### src/hw/rtl/sti_pkg.sv
`timescale 1ns / 1ps
// ----------------------------------------------------------------------------
// sti_pkg
// Shared widths, scan phase codes, types and the digit decoder for the
// string to integer parser.
// ----------------------------------------------------------------------------
package sti_pkg;

    localparam int VALUE_BITS = 32;
    localparam int COUNT_BITS = 16;
    localparam int BASE_BITS  = 5;
    localparam int CHAR_BITS  = 8;
    localparam int PHASE_BITS = 3;
    // output beat width, rounded up to whole bytes
    localparam int OUT_BITS   = ((VALUE_BITS + COUNT_BITS + 7) / 8) * 8;

    // scan phases
    localparam logic [PHASE_BITS-1:0] PH_IDLE            = 3'd0;
    localparam logic [PHASE_BITS-1:0] PH_START_AUTO      = 3'd1;
    localparam logic [PHASE_BITS-1:0] PH_START_FIXED     = 3'd2;
    localparam logic [PHASE_BITS-1:0] PH_AFTER_SIGN_AUTO = 3'd3;
    localparam logic [PHASE_BITS-1:0] PH_AFTER_ZERO      = 3'd4;
    localparam logic [PHASE_BITS-1:0] PH_DIGITS          = 3'd5;

    // radix values
    localparam logic [BASE_BITS-1:0] BASE_MIN = 5'd2;
    localparam logic [BASE_BITS-1:0] BASE_OCT = 5'd8;
    localparam logic [BASE_BITS-1:0] BASE_DEC = 5'd10;
    localparam logic [BASE_BITS-1:0] BASE_HEX = 5'd16;
    localparam logic [BASE_BITS-1:0] BASE_AUTO = 5'd0;
    localparam logic [BASE_BITS-1:0] DIGIT_NONE = 5'd31;

    // characters of note
    localparam logic [CHAR_BITS-1:0] CH_PLUS  = 8'h2B;
    localparam logic [CHAR_BITS-1:0] CH_MINUS = 8'h2D;
    localparam logic [CHAR_BITS-1:0] CH_ZERO  = 8'h30;
    localparam logic [CHAR_BITS-1:0] CH_NINE  = 8'h39;
    localparam logic [CHAR_BITS-1:0] CH_LO_A  = 8'h61;
    localparam logic [CHAR_BITS-1:0] CH_LO_F  = 8'h66;
    localparam logic [CHAR_BITS-1:0] CH_UP_A  = 8'h41;
    localparam logic [CHAR_BITS-1:0] CH_UP_F  = 8'h46;
    localparam logic [CHAR_BITS-1:0] CH_LO_X  = 8'h78;
    localparam logic [CHAR_BITS-1:0] CH_UP_X  = 8'h58;

    // scan state carried between beats
    typedef struct packed {
        logic [PHASE_BITS-1:0] phase;
        logic [VALUE_BITS-1:0] acc;
        logic                  neg;
        logic [BASE_BITS-1:0]  base;
        logic [COUNT_BITS-1:0] count;
    } t_scan_state;

    // one finished result
    typedef struct packed {
        logic                  valid;
        logic [VALUE_BITS-1:0] value;
        logic [COUNT_BITS-1:0] count;
    } t_result;

    // digit value of a character, DIGIT_NONE when it is no hex digit
    function automatic logic [BASE_BITS-1:0] digit_of(input logic [CHAR_BITS-1:0] c);
        logic [BASE_BITS-1:0] d;
        d = DIGIT_NONE;
        if (c >= CH_ZERO && c <= CH_NINE) begin
            d = BASE_BITS'(c - CH_ZERO);
        end else if (c >= CH_LO_A && c <= CH_LO_F) begin
            d = BASE_BITS'(c - CH_LO_A + 8'd10);
        end else if (c >= CH_UP_A && c <= CH_UP_F) begin
            d = BASE_BITS'(c - CH_UP_A + 8'd10);
        end
        return d;
    endfunction

endpackage

### src/hw/rtl/sti_step.sv
`timescale 1ns / 1ps
// ----------------------------------------------------------------------------
// sti_step
// Next scan state and optional result for one character: sign, prefix
// detection, digit check and one multiply-add into the accumulator.
// ----------------------------------------------------------------------------
module sti_step
    import sti_pkg::*;
(
    input  t_scan_state           i_state,
    input  logic [CHAR_BITS-1:0]  i_char,
    input  logic                  i_first,
    input  logic [BASE_BITS-1:0]  i_number_base,
    output t_scan_state           o_state,
    output t_result               o_result
);

    t_scan_state s;
    t_result     res;
    logic        handled;
    logic [BASE_BITS-1:0] d;
    logic [VALUE_BITS+BASE_BITS-1:0] prod;

    always_comb begin
        s       = i_state;
        res     = '0;
        handled = 1'b0;
        d       = digit_of(i_char);
        prod    = '0;

        // a first-flagged character opens a fresh scan
        if (i_first) begin
            s.acc   = '0;
            s.neg   = 1'b0;
            s.count = '0;
            if (i_number_base == BASE_AUTO) begin
                s.base  = BASE_DEC;
                s.phase = PH_START_AUTO;
            end else begin
                if (i_number_base < BASE_MIN) begin
                    s.base = BASE_MIN;
                end else if (i_number_base > BASE_HEX) begin
                    s.base = BASE_HEX;
                end else begin
                    s.base = i_number_base;
                end
                s.phase = PH_START_FIXED;
            end
        end

        if (s.phase != PH_IDLE) begin
            // optional sign
            if (s.phase == PH_START_AUTO || s.phase == PH_START_FIXED) begin
                s.phase = (s.phase == PH_START_AUTO) ? PH_AFTER_SIGN_AUTO : PH_DIGITS;
                if (i_char == CH_PLUS || i_char == CH_MINUS) begin
                    s.neg   = (i_char == CH_MINUS);
                    handled = 1'b1;
                end
            end
            // leading zero selects octal in auto mode
            if (!handled && s.phase == PH_AFTER_SIGN_AUTO) begin
                if (i_char == CH_ZERO) begin
                    s.base  = BASE_OCT;
                    s.phase = PH_AFTER_ZERO;
                    handled = 1'b1;
                end else begin
                    s.phase = PH_DIGITS;
                end
            end
            // 0x / 0X selects hex
            if (!handled && s.phase == PH_AFTER_ZERO) begin
                s.phase = PH_DIGITS;
                if (i_char == CH_LO_X || i_char == CH_UP_X) begin
                    s.base  = BASE_HEX;
                    handled = 1'b1;
                end
            end
            // digit or terminator
            if (!handled) begin
                if (s.phase == PH_DIGITS && d < s.base) begin
                    prod    = s.acc * s.base + (VALUE_BITS+BASE_BITS)'(d);
                    s.acc   = prod[VALUE_BITS-1:0];
                    handled = 1'b1;
                end else begin
                    res.valid = 1'b1;
                    res.value = s.neg ? (~s.acc + 1'b1) : s.acc;
                    res.count = s.count;
                    s.phase   = PH_IDLE;
                end
            end
            // saturating count of consumed characters
            if (handled && s.count != '1) begin
                s.count = s.count + 1'b1;
            end
        end
    end

    assign o_state  = s;
    assign o_result = res;

endmodule

### src/hw/rtl/string_to_integer_parser.sv
`timescale 1ns / 1ps
// ----------------------------------------------------------------------------
// string_to_integer_parser
// Streaming strtol-style parser: one character per beat in, one signed
// value and consumed count out per terminated string.
// ----------------------------------------------------------------------------
// A terminating character passes the input register, then the result register.
// Throughput: 1 character per cycle unless the result slot stalls; one 32x5
//   multiply-add per character between the input and scan/result registers.
// Reset: synchronous, active low; clears the scan, both beat registers and
//   the base register (auto mode). No clearing pass.
module string_to_integer_parser
    import sti_pkg::*;
(
    input  logic                 i_clk,
    input  logic                 i_rst_n,
    // configuration: number_base
    input  logic                 i_cfg_we,
    input  logic [BASE_BITS-1:0] i_cfg_wdata,
    // character stream in
    input  logic                 s_axis_tvalid,
    output logic                 s_axis_tready,
    input  logic [CHAR_BITS-1:0] s_axis_tdata,   // [7:0] char_code
    input  logic                 s_axis_tuser,   // [0] starts_string
    // result stream out
    output logic                 m_axis_tvalid,
    input  logic                 m_axis_tready,
    output logic [OUT_BITS-1:0]  m_axis_tdata    // [31:0] parsed_value, [47:32] consumed_count
);

    logic                 r_number_base_we;
    logic [BASE_BITS-1:0] r_number_base;
    logic                 r_in_valid;
    logic [CHAR_BITS-1:0] r_in_char;
    logic                 r_in_first;
    t_scan_state          r_state;
    t_scan_state          n_state;
    t_result              step_res;
    logic                 r_out_valid;
    logic [VALUE_BITS-1:0] r_out_value;
    logic [COUNT_BITS-1:0] r_out_count;
    logic                 adv;
    logic                 in_beat;

    assign r_number_base_we = i_cfg_we;

    // base register
    always_ff @(posedge i_clk) begin
        if (!i_rst_n) begin
            r_number_base <= BASE_AUTO;
        end else if (r_number_base_we) begin
            r_number_base <= i_cfg_wdata;
        end
    end

    // the held character moves on whenever the result slot is free or drains
    assign adv           = !r_out_valid || m_axis_tready;
    assign s_axis_tready = !r_in_valid || adv;
    assign in_beat       = s_axis_tvalid && s_axis_tready;

    // input register
    always_ff @(posedge i_clk) begin
        if (!i_rst_n) begin
            r_in_valid <= 1'b0;
        end else if (s_axis_tready) begin
            r_in_valid <= s_axis_tvalid;
        end
    end

    always_ff @(posedge i_clk) begin
        if (in_beat) begin
            r_in_char  <= s_axis_tdata;
            r_in_first <= s_axis_tuser;
        end
    end

    sti_step u_step (
        .i_state       (r_state),
        .i_char        (r_in_char),
        .i_first       (r_in_first),
        .i_number_base (r_number_base),
        .o_state       (n_state),
        .o_result      (step_res)
    );

    // scan state
    always_ff @(posedge i_clk) begin
        if (!i_rst_n) begin
            r_state <= '{phase: PH_IDLE, acc: '0, neg: 1'b0, base: BASE_DEC, count: '0};
        end else if (r_in_valid && adv) begin
            r_state <= n_state;
        end
    end

    // result register
    always_ff @(posedge i_clk) begin
        if (!i_rst_n) begin
            r_out_valid <= 1'b0;
        end else if (adv) begin
            r_out_valid <= r_in_valid && step_res.valid;
        end
    end

    always_ff @(posedge i_clk) begin
        if (adv && r_in_valid && step_res.valid) begin
            r_out_value <= step_res.value;
            r_out_count <= step_res.count;
        end
    end

    assign m_axis_tvalid = r_out_valid;
    assign m_axis_tdata  = OUT_BITS'({r_out_count, r_out_value});

endmodule

### config.mk
export PLATFORM = sky130hd
export DESIGN_NAME = string_to_integer_parser
export DESIGN_NICKNAME = d
export VERILOG_FILES = /design/src/hw/rtl/sti_pkg.sv /design/src/hw/rtl/sti_step.sv /design/src/hw/rtl/string_to_integer_parser.sv
export SDC_FILE = /design/constraint.sdc
export NUM_CORES = 1
export LEC_CHECK = 0
export BUFFER_PORTS_ARGS = -buffer_cell sky130_fd_sc_hd__buf_2
export CAP_MARGIN = 40
export CORE_MARGIN = 8
export CORE_UTILIZATION = 25
export CTS_BUF_LIST = sky130_fd_sc_hd__clkbuf_8 sky130_fd_sc_hd__clkbuf_16
export DETAILED_ROUTE_END_ITERATION = 12
export HOLD_SLACK_MARGIN = 0.03
export SYNTH_ARGS = -nofsm -noshare
export SYNTH_HDL_FRONTEND = slang
export SYNTH_HIERARCHICAL = 1
export SYNTH_SLANG_ARGS = --single-unit
### constraint.sdc
create_clock -name i_clk -period 9.74 [get_ports i_clk]
set_input_delay 0.974 -clock i_clk [delete_from_list [all_inputs] [get_ports i_clk]]
set_output_delay 0.974 -clock i_clk [all_outputs]
set_load 0.05 [all_outputs]
# Word-level counts from Yosys, hierarchy flattened
# Cells that the tools add are included.
[word_totals]
word_cells = 111
register_bits = 121
[op_classes]
multipliers = 1
order_cmp = 9
mux = 45
bitwise_logic = 2
n_reduce_logical = 23
n_addsub = 8
n_eq_ne = 11
[ops]
columns = ["cell", "count"]
rows = [
  ["$mux 49", 3],
  ["$mux 57", 2],
  ["$mux 32", 2],
  ["$mux 5", 11],
  ["$mux 35", 1],
  ["$add 32x1->32 const B", 1],
  ["$add 32x5->32", 1],
  ["$mul 32x5->32", 1],
  ["$not 32->32", 1],
  ["$eq 8x6->1 const B", 3],
  ["$mux 3", 8],
  ["$add 16x1->16 const B", 1],
  ["$eq 8x7->1 const B", 2],
  ["$ge 8x7->1 const B", 2],
  ["$le 8x7->1 const B", 2],
  ["$mux 1", 16],
  ["$mux 16", 1],
  ["$ne 16x16->1 const B", 1],
  ["$logic_and 1x1->1", 11],
  ["$add 5x4->5 const B", 2],
  ["$sub 5x1->5 const B", 2],
  ["$ge 8x6->1 const B", 1],
  ["$le 8x6->1 const B", 1],
  ["$eq 3x2->1 const B", 2],
  ["other kinds (13)", 21],
]

# Depth between registers and ports, before layout
[logic_depth]
word_depth = 25
depth_mapped = 27

# By module
# Netlist, hierarchy kept.
[modules_own_cells]
columns = ["mod", "cells_per_inst", "seq_area_each_um2", "area_each_um2", "n_inst"]
rows = [
  ["sti_step", 1057, 0.0, 7350.8, 1],
  ["string_to_integer_parser", 333, 2992.9, 4319.1, 1],
]

# Worst setup path after synthesis
# No wires, ideal clock.
[synth_timing]
path_type = "register to register"
from = "register r_in_char[0]"
to = "register r_state[53] in the netlist's numbering"
setup_ns = 0.072
synth_period_minus_slack_ns = 5.933
t_arrival_ns = 5.861
setup_slack_ns = 3.807
path_stages_with_launch = 28
required_ns = 9.668
cell_sequence = "edfxtp_1 > inv_1 > ha_1 > and4b_1 > nand4_1 > o21ai_0 > nor2b_1 > clkbuf_1 > clkinv_1 > clkbuf_1 > nor2_1 > fa_1 > fa_1 > inv_1 > fa_1 > inv_1 > ha_1 > a21oi_1 > o21ai_0 > a221o_1 > a221o_1 > o2111ai_1 > a31oi_1 > xnor2_1 > a211oi_1 > o21bai_1 > nand2_1 > mux2i_1"
[synth_rtl]
columns = ["item", "line_no", "source"]
rows = [
  ["start: declaration", "string_to_integer_parser.sv:34", "logic [CHAR_BITS-1:0] r_in_char;"],
  ["start signal: assignment", "string_to_integer_parser.sv:72", "r_in_char <= s_axis_tdata;"],
  ["end signal: assignment", "string_to_integer_parser.sv:89", "r_state <= '{phase: PH_IDLE, acc: '0, neg: 1'b0, base: BASE_DEC, count: '0};"],
  ["end signal: assignment", "string_to_integer_parser.sv:91", "r_state <= n_state;"],
  ["end: declaration", "string_to_integer_parser.sv:36", "t_scan_state r_state;"],
]

==> flow_metrics.py <==
metrics = {
    "outcome": {
        "status": "finished, final reports clean",
    },
    "drt": {
        "postRouteAntennaNets": 0,
        "wl_mm": 29.7,
        "vias": 9602,
        "drt-initial-drc-count": 602,
        "drtPass1Iterations": 5,
        "drc": 0,
        "wire_per_inst_um": 14.5,
        "vias_per_cell": 4.68,
    },
    "power": {
        "ir_drop_uv": 110,
        "swShare_pct": 27.1,
        "p_clk_share_pct": 48.8,
        "p_leak_nw": 5.62,
        "power_frac_seq_pct": 40.4,
        "comb_power_share_pct": 10.8,
        "intPower_mw": 0.991,
        "power.density_nw_per_um2": 103,
        "p_switching_mw": 0.369,
    },
    "sta": {
        "clock_skew_ns": 0.00906,
        "fmax_mhz": 140,
        "worst_pin_slew_ns": 0.863,
        "setup-tns-final_ns": 0,
        "slew_viol_final": 0,
        "hold_viol": 0,
        "fin_crit_sh_pct": 73.6,
        "min_period_ns": 7.17,
        "setup_viol": 0,
        "rsz0062_at_grt": "false",
        "slew_headroom_pct": 42.5,
    },
    "die": {
        "rows": 79,
        "coreArea_sq_um": 46400,
        "io-pin-count": 69,
        "die_h_um": 232,
        "die_area_sq_um": 53800,
        "initial_core_util_pct": 25.2,
        "fp.dieW_um": 232,
    },
    "clock_tree": {
        "clkTransAtPathRegs_ns": 0.06,
        "hold_buffers": 0,
        "cts_setup_buffers": 0,
        "cts_resized": 0,
        "root_buffer": "clkbuf_16",
        "cts_tree": "yes",
        "clk_path_buf_depth": 2,
        "cts_sinks": 121,
        "h-tree-depth": 4,
        "worstSkewPairLatency_ns": 0.42,
        "numCtsBuffers": 17,
    },
    "logic_synthesis": {
        "synth-seq-area-share_pct": 25.6,
        "synth_cell_types": 75,
        "ys.flop_type": "dfxtp_1",
        "synth-edff-count": 57,
        "syn_area_sq_um": 11700,
        "synth.area.top_cells": "fa_1, edfxtp_1, dfxtp_1",
        "synthesis.nets": 1567,
        "synth_top_area_cell": "fa_1",
        "syn_inst": 1390,
        "postSynth.asyncResetShare_pct": 0,
        "ys_warn_count": 6,
        "synth_seq_cells": 121,
        "syn-mean-instance-area_sq_um": 8.40,
        "yosysTopAreaCellShare_pct": 14.9,
    },
    "final_layout": {
        "nFillCells": 4896,
        "finish.utilization_pct": 28.5,
        "nets": 1610,
        "drive_gt1_share_pct": 9.61,
        "area_delta_synth_final_pct": 13.3,
        "diodes": 0,
    },
    "worst_setup_path": {
        "path_class": "register to register",
        "r2r_start": "r_in_first$_DFFE_PP_",
        "cp.arrival_ns": 7.51,
        "ff2ff_path_depth": 23,
        "critPathLaunchType": "register",
        "r2r_end": "r_state[50]$_SDFFE_PN0P_",
        "crit_end": "r_state[50]$_SDFFE_PN0P_",
        "rrSetupSlack_ns": 2.57,
        "cp_data_required_time_ns": 10.08,
        "worstSetupEndpointType": "register",
        "setup.worst_path.start": "r_in_first$_DFFE_PP_",
        "cp_max_fo": 21,
    },
    "placed_design": {
        "port_buffers": 68,
        "routabilityCongestion": 0.837,
        "place_hpwl_mm": 22.5,
    },
    "grt": {
        "grt_max_degree": 93,
        "grt_overflow": 0,
        "grt_pass1_vias": 9789,
        "antenna_found_initial": 0,
        "grt_pass1_wl_mm": 49.5,
        "grtUsageTotal_pct": 11.0,
    },
    "worst_hold_path": {
        "min_path_type": "register to register",
    },
    "job": {
        "cap_viol_max_count": 0,
    },
}
[worst max-delay path, cell delays in order, from the launching register on]
cell	delay [ns]
edfxtp_1	0.68
and2b_1	0.34
a32oi_2	0.38
nor2_1	0.15
nor2b_1	0.39
clkinv_1	0.50
nor2_1	0.30
fa_1	0.46
fa_1	0.54
inv_1	0.05
fa_1	0.52
inv_1	0.04
ha_1	0.35
o21ai_0	0.14
o211ai_1	0.19
a21oi_1	0.10
o21bai_1	0.33
a311oi_1	0.24
o21bai_1	0.48
a21oi_1	0.15
or4b_1	0.49
nand3_1	0.08
nand2_1	0.05
mux2i_1	0.14
[per-layer routing]
layer / vias up / GRT usage, % / share of wire [%]
met2: 222 / 19.8 / 49
met3: 42 / 1.73 / 5.2
met1: 4684 / 13.5 / 44
li1: 4654 / - / -
met4: 0 / 2.91 / 1.6
met5: - / 0 / 0
[area by class of cell]
cell class	instances	area (sq um)	share of cell area [%]
inverter	171	642	4.86
timing repair buffer	83	483	3.65
clock inverter	15	186	1.41
tap	607	759	5.75
multi-input combinational	1039	7730	58.5
sequential	121	2990	22.6
clock buffer	17	425	3.22
[cells in the mapped netlist, drive strengths merged, types with 15 or more instances]
library cell / n
xnor2: 37
dfxtp: 64
fa: 87
nand2: 198
xor2: 33
buf: 26
nor2: 209
nor3: 21
inv: 169
o21ai: 48
and2: 16
a21oi: 54
nand3: 26
a21o: 15
mux2i: 78
clkbuf: 33
nor2b: 24
ha: 71
edfxtp: 57
[layout by cell type, fill, tap and decap left out, types with 26 or more instances in the layout]
cell        n
o21ai_0    44
edfxtp_1   57
dfxtp_1    64
nor2_1    207
fa_1       87
a21oi_1    52
ha_1       71
xnor2_1    37
inv_1     168
mux2i_1    78
buf_2      67
nand2_1   198
xor2_1     33
nand3_1    26
[registers in the layout, summed over array words and instances (netlist names)]
signal         cells
r_in_valid         1
m_axis_tvalid      1
r_in_first         1
r_number_base      5
r_out_value       32
r_in_char          8
r_out_count       16
r_state           57
[kinds of logic (layout without fill, tap and decap cells)]
logic type / Yosys count / count (layout) / share of synthesized area (%)
AOI/OAI and AO/OA: 182 / 182 / 10.1
buffers and inverters: 230 / 286 / 8.31
muxes: 80 / 80 / 6.88
DFF: 121 / 121 / 25.6
xor gates and xnor gates: 70 / 70 / 5.25
and+or+nand+nor: 549 / 549 / 21.3
adders and majority gates: 158 / 158 / 22.5
[through the flow]
stage	hold slack (ns)	power (mW)	area [sq um]	worst slack [ns]	instances
2_1_floorplan	0.430	0.669	11700	3.81	1390
3_3_place_gp	0.440	0.703	12600	2.43	2019
3_5_place_dp	0.449	0.707	12600	2.62	2021
4_1_cts	0.464	1.37	13200	2.60	2053
5_1_grt	0.489	1.41	13200	2.02	2053
6_report	0.463	1.36	13200	2.57	2053
[power by group through the flow]
stage / combinational, mW / sequential (mW) / clock (mW)
3_3_place_gp: 0.142 / 0.560 / 0
5_1_grt: 0.159 / 0.551 / 0.696
4_1_cts: 0.147 / 0.550 / 0.675
6_report: 0.147 / 0.550 / 0.663
3_5_place_dp: 0.146 / 0.561 / 0
2_1_floorplan: 0.0994 / 0.569 / 0
[worst min-delay path by stage]
stage | from | endpoint | depth (start not counted)
floorplan | r_state[0]$_SDFFE_PN0P_ | r_state[0]$_SDFFE_PN0P_ | 2
global placement | r_state[0]$_SDFFE_PN0P_ | r_state[0]$_SDFFE_PN0P_ | 2
detailed placement | r_state[42]$_SDFFE_PN0P_ | r_state[42]$_SDFFE_PN0P_ | 2
CTS | r_state[42]$_SDFFE_PN0P_ | r_state[42]$_SDFFE_PN0P_ | 2
global route | r_state[20]$_SDFFE_PN0P_ | r_state[20]$_SDFFE_PN0P_ | 2
finish | r_state[42]$_SDFFE_PN0P_ | r_state[42]$_SDFFE_PN0P_ | 2
(Power assumes the default switching activity.)
